**src/rtl/owt_pkg.sv**
```systemverilog
// package for the one-wire temperature reader
// phase codes, register indexes, configuration and result structs, command bytes
// no dependencies
`default_nettype none

package owt_pkg;

  localparam int CFG_W  = 20;
  localparam int TEMP_W = 16;

  typedef enum logic [3:0] {
    PH_IDLE,
    PH_RST_LOW,
    PH_RST_WAIT,
    PH_REC_OK,
    PH_REC_FAIL,
    PH_WR_A,
    PH_WR_B,
    PH_CONV,
    PH_RD_LOW,
    PH_RD_WAIT,
    PH_RD_REC,
    PH_DONE
  } phase_t;

  typedef enum logic [2:0] {
    REG_RESET_LOW,
    REG_PRESENCE,
    REG_RESET_REC,
    REG_WR_SHORT,
    REG_WR_LONG,
    REG_RD_LOW,
    REG_RD_REC,
    REG_CONVERT
  } reg_idx_t;

  localparam logic [CFG_W-1:0] RST_RESET_LOW = CFG_W'(450);
  localparam logic [CFG_W-1:0] RST_PRESENCE  = CFG_W'(40);
  localparam logic [CFG_W-1:0] RST_RESET_REC = CFG_W'(200);
  localparam logic [CFG_W-1:0] RST_WR_SHORT  = CFG_W'(5);
  localparam logic [CFG_W-1:0] RST_WR_LONG   = CFG_W'(25);
  localparam logic [CFG_W-1:0] RST_RD_LOW    = CFG_W'(1);
  localparam logic [CFG_W-1:0] RST_RD_REC    = CFG_W'(50);
  localparam logic [CFG_W-1:0] RST_CONVERT   = CFG_W'(200000);

  localparam logic [7:0] CMD_SKIP_ROM = 8'hCC;
  localparam logic [7:0] CMD_CONVERT  = 8'h44;
  localparam logic [7:0] CMD_READ_SP  = 8'hBE;

  localparam logic [1:0] CMD_IDX_CONVERT = 2'd1;
  localparam logic [1:0] CMD_IDX_READ_SP = 2'd3;

  typedef struct packed {
    logic [CFG_W-1:0] reset_low;
    logic [CFG_W-1:0] presence;
    logic [CFG_W-1:0] reset_rec;
    logic [CFG_W-1:0] wr_short;
    logic [CFG_W-1:0] wr_long;
    logic [CFG_W-1:0] rd_low;
    logic [CFG_W-1:0] rd_rec;
    logic [CFG_W-1:0] convert;
  } cfg_t;

  typedef struct packed {
    logic              drive_low;
    logic              busy;
    logic              done;
    logic [TEMP_W-1:0] temperature;
  } res_t;

  function automatic logic cmd_bit(logic [1:0] cmd_idx, logic [2:0] bit_idx);
    logic [7:0] cmd;
    case (cmd_idx)
      2'd0:    cmd = CMD_SKIP_ROM;
      2'd1:    cmd = CMD_CONVERT;
      2'd2:    cmd = CMD_SKIP_ROM;
      default: cmd = CMD_READ_SP;
    endcase
    return cmd[bit_idx];
  endfunction

endpackage

`default_nettype wire

```
**src/rtl/owt_seq.sv**
```systemverilog
// bus sequencer: phase, tick counter, bit and byte counters, read shift word
// result flags come from the current phase and temperature from the stored word; state advances by one tick per step
// depends on owt_pkg
`default_nettype none

module owt_seq #(
  parameter int TICK_COUNT_WIDTH = 20
) (
  input  wire logic          clk,
  input  wire logic          rst,
  input  wire logic          step,
  input  wire logic          start,
  input  wire logic          bus,
  input  wire owt_pkg::cfg_t cfg,
  output owt_pkg::res_t      res
);
  import owt_pkg::*;

  localparam int CmpW = (TICK_COUNT_WIDTH > CFG_W) ? TICK_COUNT_WIDTH : CFG_W;

  phase_t                      phase, phase_next;
  logic [TICK_COUNT_WIDTH-1:0] tick_count, tick_count_next;
  logic [2:0]                  bit_index, bit_index_next;
  logic [1:0]                  command_index, command_index_next;
  logic                        read_byte_index, read_byte_index_next;
  logic [TEMP_W-1:0]           shift_word, shift_word_next;
  logic [TEMP_W-1:0]           temperature_word, temperature_word_next;

  logic [CFG_W-1:0] dur;
  logic [CFG_W-1:0] last_tick;
  logic [CmpW-1:0]  last_ext;
  logic [CmpW-1:0]  mask_ext;
  logic [CmpW-1:0]  last_sat;
  logic             timed;
  logic             ends;
  logic             cur_bit;

  always_ff @(posedge clk) begin
    if (rst) begin
      phase            <= PH_IDLE;
      tick_count       <= '0;
      bit_index        <= '0;
      command_index    <= '0;
      read_byte_index  <= 1'b0;
      shift_word       <= '0;
      temperature_word <= '0;
    end else if (step) begin
      phase            <= phase_next;
      tick_count       <= tick_count_next;
      bit_index        <= bit_index_next;
      command_index    <= command_index_next;
      read_byte_index  <= read_byte_index_next;
      shift_word       <= shift_word_next;
      temperature_word <= temperature_word_next;
    end
  end

  always_comb begin
    res.drive_low   = (phase == PH_RST_LOW) || (phase == PH_WR_A) || (phase == PH_RD_LOW);
    res.busy        = (phase != PH_IDLE) && (phase != PH_DONE);
    res.done        = (phase == PH_DONE);
    res.temperature = temperature_word;
  end

  assign cur_bit = cmd_bit(command_index, bit_index);

  // phase duration, zero counts as one tick, saturated to the counter
  always_comb begin
    timed = 1'b1;
    unique case (phase)
      PH_RST_LOW:              dur = cfg.reset_low;
      PH_RST_WAIT:             dur = cfg.presence;
      PH_REC_OK, PH_REC_FAIL:  dur = cfg.reset_rec;
      PH_WR_A:                 dur = cur_bit ? cfg.wr_short : cfg.wr_long;
      PH_WR_B:                 dur = cur_bit ? cfg.wr_long : cfg.wr_short;
      PH_CONV:                 dur = cfg.convert;
      PH_RD_LOW, PH_RD_WAIT:   dur = cfg.rd_low;
      PH_RD_REC:               dur = cfg.rd_rec;
      default: begin
        dur   = '0;
        timed = 1'b0;
      end
    endcase
    last_tick = (dur == '0) ? '0 : dur - CFG_W'(1);
    last_ext  = CmpW'(last_tick);
    mask_ext  = CmpW'({TICK_COUNT_WIDTH{1'b1}});
    last_sat  = (last_ext > mask_ext) ? mask_ext : last_ext;
    ends      = CmpW'(tick_count) >= last_sat;
  end

  always_comb begin
    phase_next            = phase;
    tick_count_next       = '0;
    bit_index_next        = bit_index;
    command_index_next    = command_index;
    read_byte_index_next  = read_byte_index;
    shift_word_next       = shift_word;
    temperature_word_next = temperature_word;

    if (!timed) begin
      if (start) begin
        bit_index_next       = '0;
        command_index_next   = '0;
        read_byte_index_next = 1'b0;
        shift_word_next      = '0;
        phase_next           = PH_RST_LOW;
      end else begin
        phase_next = PH_IDLE;
      end
    end else if (!ends) begin
      tick_count_next = tick_count + TICK_COUNT_WIDTH'(1);
    end else begin
      unique case (phase)
        PH_RST_LOW:  phase_next = PH_RST_WAIT;
        PH_RST_WAIT: phase_next = bus ? PH_REC_FAIL : PH_REC_OK;
        PH_REC_FAIL: phase_next = PH_RST_LOW;
        PH_REC_OK: begin
          bit_index_next = '0;
          phase_next     = PH_WR_A;
        end
        PH_WR_A:     phase_next = PH_WR_B;
        PH_WR_B: begin
          if (bit_index != 3'd7) begin
            bit_index_next = bit_index + 3'd1;
            phase_next     = PH_WR_A;
          end else begin
            bit_index_next     = '0;
            command_index_next = command_index + 2'd1;
            if (command_index == CMD_IDX_CONVERT) begin
              phase_next = PH_CONV;
            end else if (command_index == CMD_IDX_READ_SP) begin
              read_byte_index_next = 1'b0;
              shift_word_next      = '0;
              phase_next           = PH_RD_LOW;
            end else begin
              phase_next = PH_WR_A;
            end
          end
        end
        PH_CONV:     phase_next = PH_RST_LOW;
        PH_RD_LOW:   phase_next = PH_RD_WAIT;
        PH_RD_WAIT: begin
          shift_word_next = {bus, shift_word[TEMP_W-1:1]};
          phase_next      = PH_RD_REC;
        end
        PH_RD_REC: begin
          if (bit_index != 3'd7) begin
            bit_index_next = bit_index + 3'd1;
            phase_next     = PH_RD_LOW;
          end else if (!read_byte_index) begin
            bit_index_next       = '0;
            read_byte_index_next = 1'b1;
            phase_next           = PH_RD_LOW;
          end else begin
            bit_index_next        = '0;
            read_byte_index_next  = 1'b0;
            temperature_word_next = shift_word;
            phase_next            = PH_DONE;
          end
        end
        default:     phase_next = PH_IDLE;
      endcase
    end
  end

`ifndef SYNTHESIS
  a_done_counters_clear: assert property (@(posedge clk) disable iff (rst)
    phase == PH_DONE |-> bit_index == 3'd0 && !read_byte_index && command_index == 2'd0)
    else $error("counters not cleared at end of sequence");

  a_conv_after_convert_cmd: assert property (@(posedge clk) disable iff (rst)
    phase == PH_CONV |-> command_index == 2'd2 && bit_index == 3'd0)
    else $error("conversion wait entered at wrong command");

  a_sample_shift: assert property (@(posedge clk) disable iff (rst)
    step && phase == PH_RD_WAIT && ends |=> shift_word[TEMP_W-1] == $past(bus))
    else $error("read sample not shifted in");

  a_word_on_done: assert property (@(posedge clk) disable iff (rst)
    phase == PH_DONE |-> temperature_word == shift_word)
    else $error("temperature word differs from read word");
`endif

endmodule

`default_nettype wire

```
**src/rtl/onewire_temp_sensor_reader.sv**
```systemverilog
// one-wire temperature reader, top level
// configuration registers, input handshake and registered result stage
// depends on owt_pkg and owt_seq
//
// usage: every request on the input channel is one bus tick carrying start_req
// and the sampled bus level; every request yields exactly one result carrying
// drive_low, busy_res, done_res and temperature as they stood during that tick.
// a result is registered and shows up on the output channel the cycle after its
// request is taken. one request is taken per clock while the output register is
// empty or being drained: the result register is the only storage between the
// channels, so sustained throughput is one tick per cycle. if the receiver
// stalls, in_ready drops and the sequencer holds its phase and counters, so bus
// timing counts only taken requests.
// configuration writes load the tick durations at once; write only while idle.
// reset clears the sequencer to idle, the temperature word to zero, empties the
// result register and loads the default durations.
`default_nettype none

module onewire_temp_sensor_reader #(
  parameter int TICK_COUNT_WIDTH = 20
) (
  input  wire logic                       clk,
  input  wire logic                       rst,
  input  wire logic                       in_valid,
  output logic                            in_ready,
  input  wire logic                       start_req,
  input  wire logic                       bus_level,
  output logic                            out_valid,
  input  wire logic                       out_ready,
  output logic                            drive_low,
  output logic                            busy_res,
  output logic                            done_res,
  output logic [owt_pkg::TEMP_W-1:0]      temperature,
  input  wire logic                       cfg_wr_en,
  input  wire logic [2:0]                 cfg_index,
  input  wire logic [owt_pkg::CFG_W-1:0]  cfg_data
);
  import owt_pkg::*;

  cfg_t cfg;
  res_t seq_res;
  logic in_take;

  always_ff @(posedge clk) begin
    if (rst) begin
      cfg.reset_low <= RST_RESET_LOW;
      cfg.presence  <= RST_PRESENCE;
      cfg.reset_rec <= RST_RESET_REC;
      cfg.wr_short  <= RST_WR_SHORT;
      cfg.wr_long   <= RST_WR_LONG;
      cfg.rd_low    <= RST_RD_LOW;
      cfg.rd_rec    <= RST_RD_REC;
      cfg.convert   <= RST_CONVERT;
    end else if (cfg_wr_en) begin
      unique case (reg_idx_t'(cfg_index))
        REG_RESET_LOW: cfg.reset_low <= cfg_data;
        REG_PRESENCE:  cfg.presence  <= cfg_data;
        REG_RESET_REC: cfg.reset_rec <= cfg_data;
        REG_WR_SHORT:  cfg.wr_short  <= cfg_data;
        REG_WR_LONG:   cfg.wr_long   <= cfg_data;
        REG_RD_LOW:    cfg.rd_low    <= cfg_data;
        REG_RD_REC:    cfg.rd_rec    <= cfg_data;
        REG_CONVERT:   cfg.convert   <= cfg_data;
        default:       cfg.convert   <= cfg.convert;
      endcase
    end
  end

  assign in_ready = !out_valid || out_ready;
  assign in_take  = in_valid && in_ready;

  owt_seq #(
    .TICK_COUNT_WIDTH(TICK_COUNT_WIDTH)
  ) u_seq (
    .clk   (clk),
    .rst   (rst),
    .step  (in_take),
    .start (start_req),
    .bus   (bus_level),
    .cfg   (cfg),
    .res   (seq_res)
  );

  // result register
  always_ff @(posedge clk) begin
    if (rst) begin
      out_valid <= 1'b0;
    end else if (in_ready) begin
      out_valid <= in_valid;
    end
  end

  always_ff @(posedge clk) begin
    if (in_take) begin
      drive_low   <= seq_res.drive_low;
      busy_res    <= seq_res.busy;
      done_res    <= seq_res.done;
      temperature <= seq_res.temperature;
    end
  end

`ifndef SYNTHESIS
  a_take_gives_result: assert property (@(posedge clk) disable iff (rst)
    in_valid && in_ready |=> out_valid)
    else $error("request taken without a result");

  a_result_flags: assert property (@(posedge clk) disable iff (rst)
    out_valid |-> !(busy_res && done_res) && !(drive_low && !busy_res))
    else $error("inconsistent result flags");

  a_done_single: assert property (@(posedge clk) disable iff (rst)
    out_valid && out_ready && done_res |=> !(out_valid && done_res))
    else $error("done held for more than one tick");

  a_ready_when_empty: assert property (@(posedge clk) disable iff (rst)
    !out_valid |-> in_ready)
    else $error("not ready while result register empty");
`endif

endmodule

`default_nettype wire
```
**config.mk**
```make
export PLATFORM = sky130hd
export DESIGN_NAME = onewire_temp_sensor_reader
export DESIGN_NICKNAME = d
export VERILOG_FILES = /design/src/rtl/owt_pkg.sv /design/src/rtl/owt_seq.sv /design/src/rtl/onewire_temp_sensor_reader.sv
export SDC_FILE = /design/constraint.sdc
export NUM_CORES = 1
export LEC_CHECK = 0
export ABC_AREA = 1
export ABC_CLOCK_PERIOD_IN_PS = 11000
export BUFFER_PORTS_ARGS = -buffer_cell sky130_fd_sc_hd__buf_2
export CAP_MARGIN = 20
export CORE_ASPECT_RATIO = 2
export CORE_MARGIN = 2
export CORE_UTILIZATION = 65
export CTS_CLUSTER_DIAMETER = 40
export CTS_CLUSTER_SIZE = 28
export DETAILED_ROUTE_END_ITERATION = 10
export HOLD_SLACK_MARGIN = 0.1
export PLACE_DENSITY_LB_ADDON = 0.1
export REMOVE_ABC_BUFFERS = 1
export SLEW_MARGIN = 5
export SYNTH_ARGS = -nofsm -noshare
export SYNTH_HDL_FRONTEND = slang
export SYNTH_SLANG_ARGS = --single-unit
```
**constraint.sdc**
```tcl
create_clock -name clk -period 11 [get_ports clk]
set_input_delay 0 -clock clk [delete_from_list [all_inputs] [get_ports clk]]
set_output_delay 0 -clock clk [all_outputs]
set_load 0.05 [all_outputs]
```
=== Yosys cells after proc, flatten, opt, wreduce, memory -nomap -nowiden ===
Index checks and enable logic that the tools add are counted.

* $add $sub $neg: 4
* Magnitude comparators: 3
* Equal/unequal tests: 33
* Mux-type cells: 47
* Bitwise operators: 1
* Reductions and logical operators: 31

{| class="wikitable"
|+ Operators by type and width
! operator !! count
|-
| 20-bit case mux with 8 select lines || 1
|-
| 20-bit 2-to-1 mux || 6
|-
| 16-bit 2-to-1 mux || 6
|-
| 4-bit case mux with 9 select lines || 1
|-
| 16-bit case mux with 2 select lines || 1
|-
| 4-bit 2-to-1 mux || 6
|-
| 3-bit != test, second input constant || 8
|-
| 20-bit by 1-bit adder with 20-bit output, second input constant || 1
|-
| 20-bit >= comparator || 1
|-
| 20-bit greater-than comparator, second input constant || 1
|-
| 20-bit logical NOT || 1
|-
| 20-bit by 1-bit subtractor with 20-bit output, second input constant || 1
|-
| 2-bit AND reduction || 9
|-
| 4-bit by 3-bit == test with 1-bit output, second input constant || 4
|-
| 4-bit == test, second input constant || 4
|-
| 8-bit case mux with 2 select lines || 1
|-
| 3-bit 2-to-1 mux || 5
|-
| 3-bit == test, second input constant || 4
|-
| 2-bit 2-to-1 mux || 6
|-
| 1-bit 2-to-1 mux || 11
|-
| 10-bit OR reduction || 1
|-
| 2-bit OR reduction || 5
|-
| 4-bit by 2-bit == test with 1-bit output, second input constant || 2
|-
| 8-bit AND reduction || 1
|-
| 25 further kinds || 32
|}

* Register bits after elaboration: 242
* Input bits: 30
* Logic and storage cells: 139

=== Longest topological paths before layout ===
* Depth in word-level cells: 14
* Gate-level depth with buffers: 34
* Mapped depth without buffers: 33

=== Hierarchy ===
Synthesis repeated with hierarchy kept, for this count alone.

* Cells, all modules: 1939
* Area, all modules: 12643.4 sq um

{| class="wikitable"
|+ By module, submodules not included
! module !! times used !! cells each !! area an instance (sq um)
|-
| onewire_temp_sensor_reader || 1 || 910 || 6786.5
|-
| owt_seq || 1 || 1029 || 5856.9
|}

=== Least setup slack after synthesis ===
OpenSTA, ideal clock, no wires.

* Kind: register to register
* Start: reg u_seq.command_index[1]
* End: reg u_seq.shift_word[11]
* Arrival time: 3824 ps
* Required time: 10872 ps
* Slack: 7048 ps
* Stages on the path, launching flop included: 31
* Cells stage by stage: dfxtp_1 > inv_1 > ha_1 > nand2_1 > nand3_1 > nand2_2 > buf_2 > nand3_1 > nand3_1 > nand2_1 > nor2_1 > ha_1 > inv_1 > nor2_2 > nand3_2 > nor2_4 > nand3b_4 > buf_6 > nand3_2 > ha_1 > a21oi_1 > o21ai_0 > nand2_1 > a21oi_1 > nor2_1 > nand3_1 > nand4_1 > clkbuf_1 > nand2_1 > o21ai_1 > nor2_1

* Word-level cells in the longest chain between the ends: 14
* Elaborated cells between the ends (all ways): 21
* Classes of those cells: 1 x add/sub; 2 x order compare; 6 x eq/ne; 8 x mux; 4 x reduce/logical

{| class="wikitable"
|+ RTL lines
! item !! RTL line !! text
|-
| start: declaration || owt_seq.sv:24 || <nowiki>logic [1:0] command_index, command_index_next;</nowiki>
|-
| start signal: assignment || owt_seq.sv:51 || <nowiki>command_index <= command_index_next;</nowiki>
|-
| 2-bit == test / 2-bit logical NOT (equally long branches) || owt_pkg.sv:73 || <nowiki>case (cmd_idx)</nowiki>
|-
| 2-bit OR reduction (no line) || - ||
|-
| 8-bit case mux with 2 select lines || owt_pkg.sv:73 ||
|-
| 1-bit binary-select mux with 3-bit select || owt_pkg.sv:79 || <nowiki>return cmd[bit_idx];</nowiki>
|-
| 1-bit 2-to-1 mux (not written as such) || owt_pkg.sv:79 ||
|-
| 20-bit 2-to-1 mux, on equally long branches || owt_seq.sv:75, owt_seq.sv:74 ||
|-
| 20-bit case mux with 8 select lines || owt_seq.sv:70 || <nowiki>unique case (phase)</nowiki>
|-
| 20-bit by 1-bit subtractor with 20-bit output / 20-bit logical NOT (equally long branches) || owt_seq.sv:84 || <nowiki>last_tick = (dur == '0) ? '0 : dur - CFG_W'(1);</nowiki>
|-
| 20-bit 2-to-1 mux || owt_seq.sv:84 ||
|-
| 20-bit greater-than comparator || owt_seq.sv:87 || <nowiki>last_sat = (last_ext > mask_ext) ? mask_ext : last_ext;</nowiki>
|-
| 20-bit 2-to-1 mux || owt_seq.sv:87 ||
|-
| 20-bit >= comparator || owt_seq.sv:88 || <nowiki>ends = CmpW'(tick_count) >= last_sat;</nowiki>
|-
| 2-bit != test (no line) || - ||
|-
| 7-bit AND reduction (no line) (*) || - ||
|-
| end signal: assignment || owt_seq.sv:53 || <nowiki>shift_word <= shift_word_next;</nowiki>
|-
| end: declaration || owt_seq.sv:26 || <nowiki>logic [TEMP_W-1:0] shift_word, shift_word_next;</nowiki>
|}

Every way passes the cells marked *; elsewhere a longest branch is shown, timed or not. The select of a mux whose other input is x is not followed.
A chain may end at the register's enable or synchronous reset.

=== Final worst setup path ===
* Start: reg u_seq.command_index[0]
* End: reg u_seq.shift_word[15]

The elaborated chain is that of the path after synthesis.

==> summary.md <==
| Metric | Value |
|---|---|
| Part of the cycle the worst path needs | `0.5752` |
| Antenna-violating nets left | `0` |
| Final setup viols | `0` |
| Most frequent cells in the layout | `nand2_1 (348), nor2_1 (341), dfxtp_1 (223), nand3_1 (171), o21ai_0 (166)` |
| Crit Path Class | `reg2reg` |
| Syn_area_per_cell | `6.837 µm²` |
| Chip width | `99.28 µm` |
| Combinational power share | `0.201` |
| Vias in the first global route | `11,128` |
| Initial antenna violation count | `0` |
| Outcome | `finished clean` |
| Placed Area | `0.01197 mm²` |
| Critical path launch point | `u_seq.command_index[0]$_SDFFE_PP0P_` |
| Die ar. | `0.01931 mm²` |
| Number of enable flip-flop cells after synthesis | `19` |
| Area Growth Syn to Fin | `11.64%` |
| Crit path arrival time | `6810 ps` |
| Switching Power | `753.8 µW` |
| Die height | `194.5 µm` |
| Post-synthesis cell count | `1,726` |
| Hold path cells | `4` |
| Clk pin slew, worst setup/hold paths | `80 ps` |
| Dpl ws | `5014 ps` |
| DRT iter0 DRCs | `766` |
| Total GRT Usage | `0.3398` |
| Root Buffer | `clkbuf_16` |
| Final WL | `32,890 µm` |
| Setup Skew | `22.24 ps` |
| Synth cell types | `40` |
| CP max stage cell | `dlygate4sd3_1` |
| Vias/cell | `5.796` |
| Synth warn | `0` |
| Sequential share of the synthesized area | `0.4267` |
| Main flop type after synthesis | `dfxtp_1` |
| MaxCap Viol Count | `0` |
| Worst slew pin tran | `1010 ps` |
| Crit end category | `register` |
| Worst ir drop on vdd | `0.1495 mV` |
| Clk buf depth | `3` |
| CTS tree | `built` |
| Critical Path RT | `11,480 ps` |
| Startpoint Class | `register` |
| Max frequency | `158.0 MHz` |
| Layout Nets | `1,800` |
| Largest net degree at the start of global routing | `97` |
| Hold Crit Class | `in2reg` |
| Slew Limit Fails | `0` |
| CP max stage delay | `600 ps` |
| Reg-to-reg critical path startpoint | `u_seq.command_index[0]$_SDFFE_PP0P_` |
| # fillers | `1,472` |
| Most frequent CP cell | `nand2_1` |
| Sw Ratio | `0.3338` |
| Starting Density | `0.6635` |
| Antenna Cells | `0` |
| Worst Path Max Fanout | `36` |
| Cell Area, Synth | `0.01180 mm²` |
| First-pass GRT wire length | `53,620 µm` |
| Slew HR | `0.3262` |
| Clock sink total | `242` |
| Setup TNS | `0 ps` |
| Asr flop ratio synth | `0` |
| Clock power share | `0.385` |
| Total CTS buffers | `24` |
| Setup WS post-layout | `4672 ps` |
| Post-CTS setup buffers | `0` |
| Commonest non-fill, non-tap cell in the layout | `nand2_1` |
| DR WL/cell | `16.67 µm` |
| RSZ-0062 raised after global routing | `false` |
| Num rows | `69` |
| Launch point of the worst hold path | `cfg_data[4]` |
| Cell Int Power | `1504 µW` |
| Leak Pwr | `0.006032 µW` |
| I/O Buffers | `50` |
| Yosys reg bits | `242` |
| Share of post-route cells with drive strength above 1 | `0.08523` |
| Final Hold Vio Count | `0` |
| Vias post-DR | `11,436` |
| R2R cell count | `30` |
| Drt first pass iters | `5` |
| CORE AREA | `0.01778 mm²` |
| Min Tclk post-route | `6328 ps` |
| DRC viols | `0` |
| I/O pins | `51` |
| Final Wtd Congestion | `0.9073` |
| Design Area, Final | `0.01317 mm²` |
| Detailed placement HPWL | `21,530 µm` |
| H-tree depth | `1` |
| PwrDens | `171.4 mW/mm²` |
| Clock Latency Late Sink | `550 ps` |
| Sequential power share | `0.415` |
| Aggregate global routing overflow | `0` |
[cells in the mapped netlist (15+ instances only)]
master	count	share of area
nand2_1	348	0.11
nor2_1	341	0.11
dfxtp_1	223	0.38
nand3_1	171	0.073
o21ai_0	166	0.070
inv_1	127	0.040
a21oi_1	77	0.033
clkbuf_1	71	0.023
ha_1	28	0.030
edfxtp_1	19	0.048
buf_1	17	0.0054
nand4_1	17	0.0090
buf_2	15	0.0064
[through the flow]
| stage | hold WS [ps] | utilization | instances | power (µW) |
|---|---|---|---|---|
| CTS | 317.0 | 0.7393 | 1971 | 2252 |
| detailed placement | 310.2 | 0.6730 | 1894 | 1392 |
| floorplan | 69.07 | - | 1617 | 1277 |
| global route | 350.8 | 0.7407 | 1973 | 2353 |
| global placement | 290.9 | 0.6730 | 1894 | 1382 |
| finish | 324.9 | 0.7407 | 1973 | 2258 |
[final timing paths]
path,to,slack [ps]
max,u_seq.shift_word[15]$_SDFFE_PP0P_,4670
min,cfg[24]$_SDFFE_PP1P_,320
max reg2reg,u_seq.shift_word[15]$_SDFFE_PP0P_,4670
min reg2reg,temperature[1]$_DFFE_PP_,430
[cell type report]
class / instances / area (µm²) / area share
repair buffers: 99 / 711.9 / 0.05404
well taps: 213 / 266.5 / 0.02023
inverters: 134 / 505.5 / 0.03837
flip-flops and latches: 242 / 5035 / 0.3822
clock inverters: 20 / 247.7 / 0.01881
multi-input cells: 1241 / 5807 / 0.4408
clock buffers: 24 / 600.6 / 0.04559
[worst max-delay path, delay by kind of cell, from the launching register on]
family,cells,cell delay (ps)
adder cells (fa/ha/maj),3,680
buffers and inverters,5,1580
AO/OA/AOI/OAI,1,120
flip-flops,1,440
AND/OR/NAND/NOR,21,3420
[power by group through the flow]
stage / registers (µW) / logic (µW) / clock network [µW]
6_report: 936 / 454 / 868
5_1_grt: 939 / 512 / 902
4_1_cts: 936 / 448 / 868
3_5_place_dp: 956 / 436 / 0
3_3_place_gp: 955 / 427 / 0
2_1_floorplan: 968 / 309 / 0
[flip-flops by register name, summed over array words and instances (netlist names), 2 cells and up]
| name | count |
|---|---|
| u_seq.shift_word | 16 |
| u_seq.temperature_word | 16 |
| u_seq.phase | 4 |
| u_seq.tick_count | 20 |
| cfg | 160 |
| u_seq.bit_index | 3 |
| u_seq.command_index | 2 |
| temperature | 16 |
[routing by layer]
metal	part of all wire	global-route usage	routed length, µm
met5	0	0	0
met4	0.046	0.1644	1512
met3	0.063	0.04027	2072
met2	0.52	0.6279	17060
met1	0.37	0.3756	12250
[cell families (layout without fill, tap and decap cells)]
logic type               count (synthesis)  in the layout  synth area share
flip-flops                             242            242            0.4267
AND/OR/NAND/NOR                        920            920            0.3299
adder cells (fa/ha/maj)                 28             28           0.02969
buffers and inverters                  243            277           0.08122
XOR/XNOR                                10             10          0.007423
AO/OA/AOI/OAI                          283            283            0.1251
[what timing repair did]
| item | CTS | global route |
|---|---|---|
| gates resized for setup | 0 | 0 |
| endpoints found under the hold margin | 187 | 0 |
| hold buffers | 33 | 0 |
(Power assumes the default switching activity.)
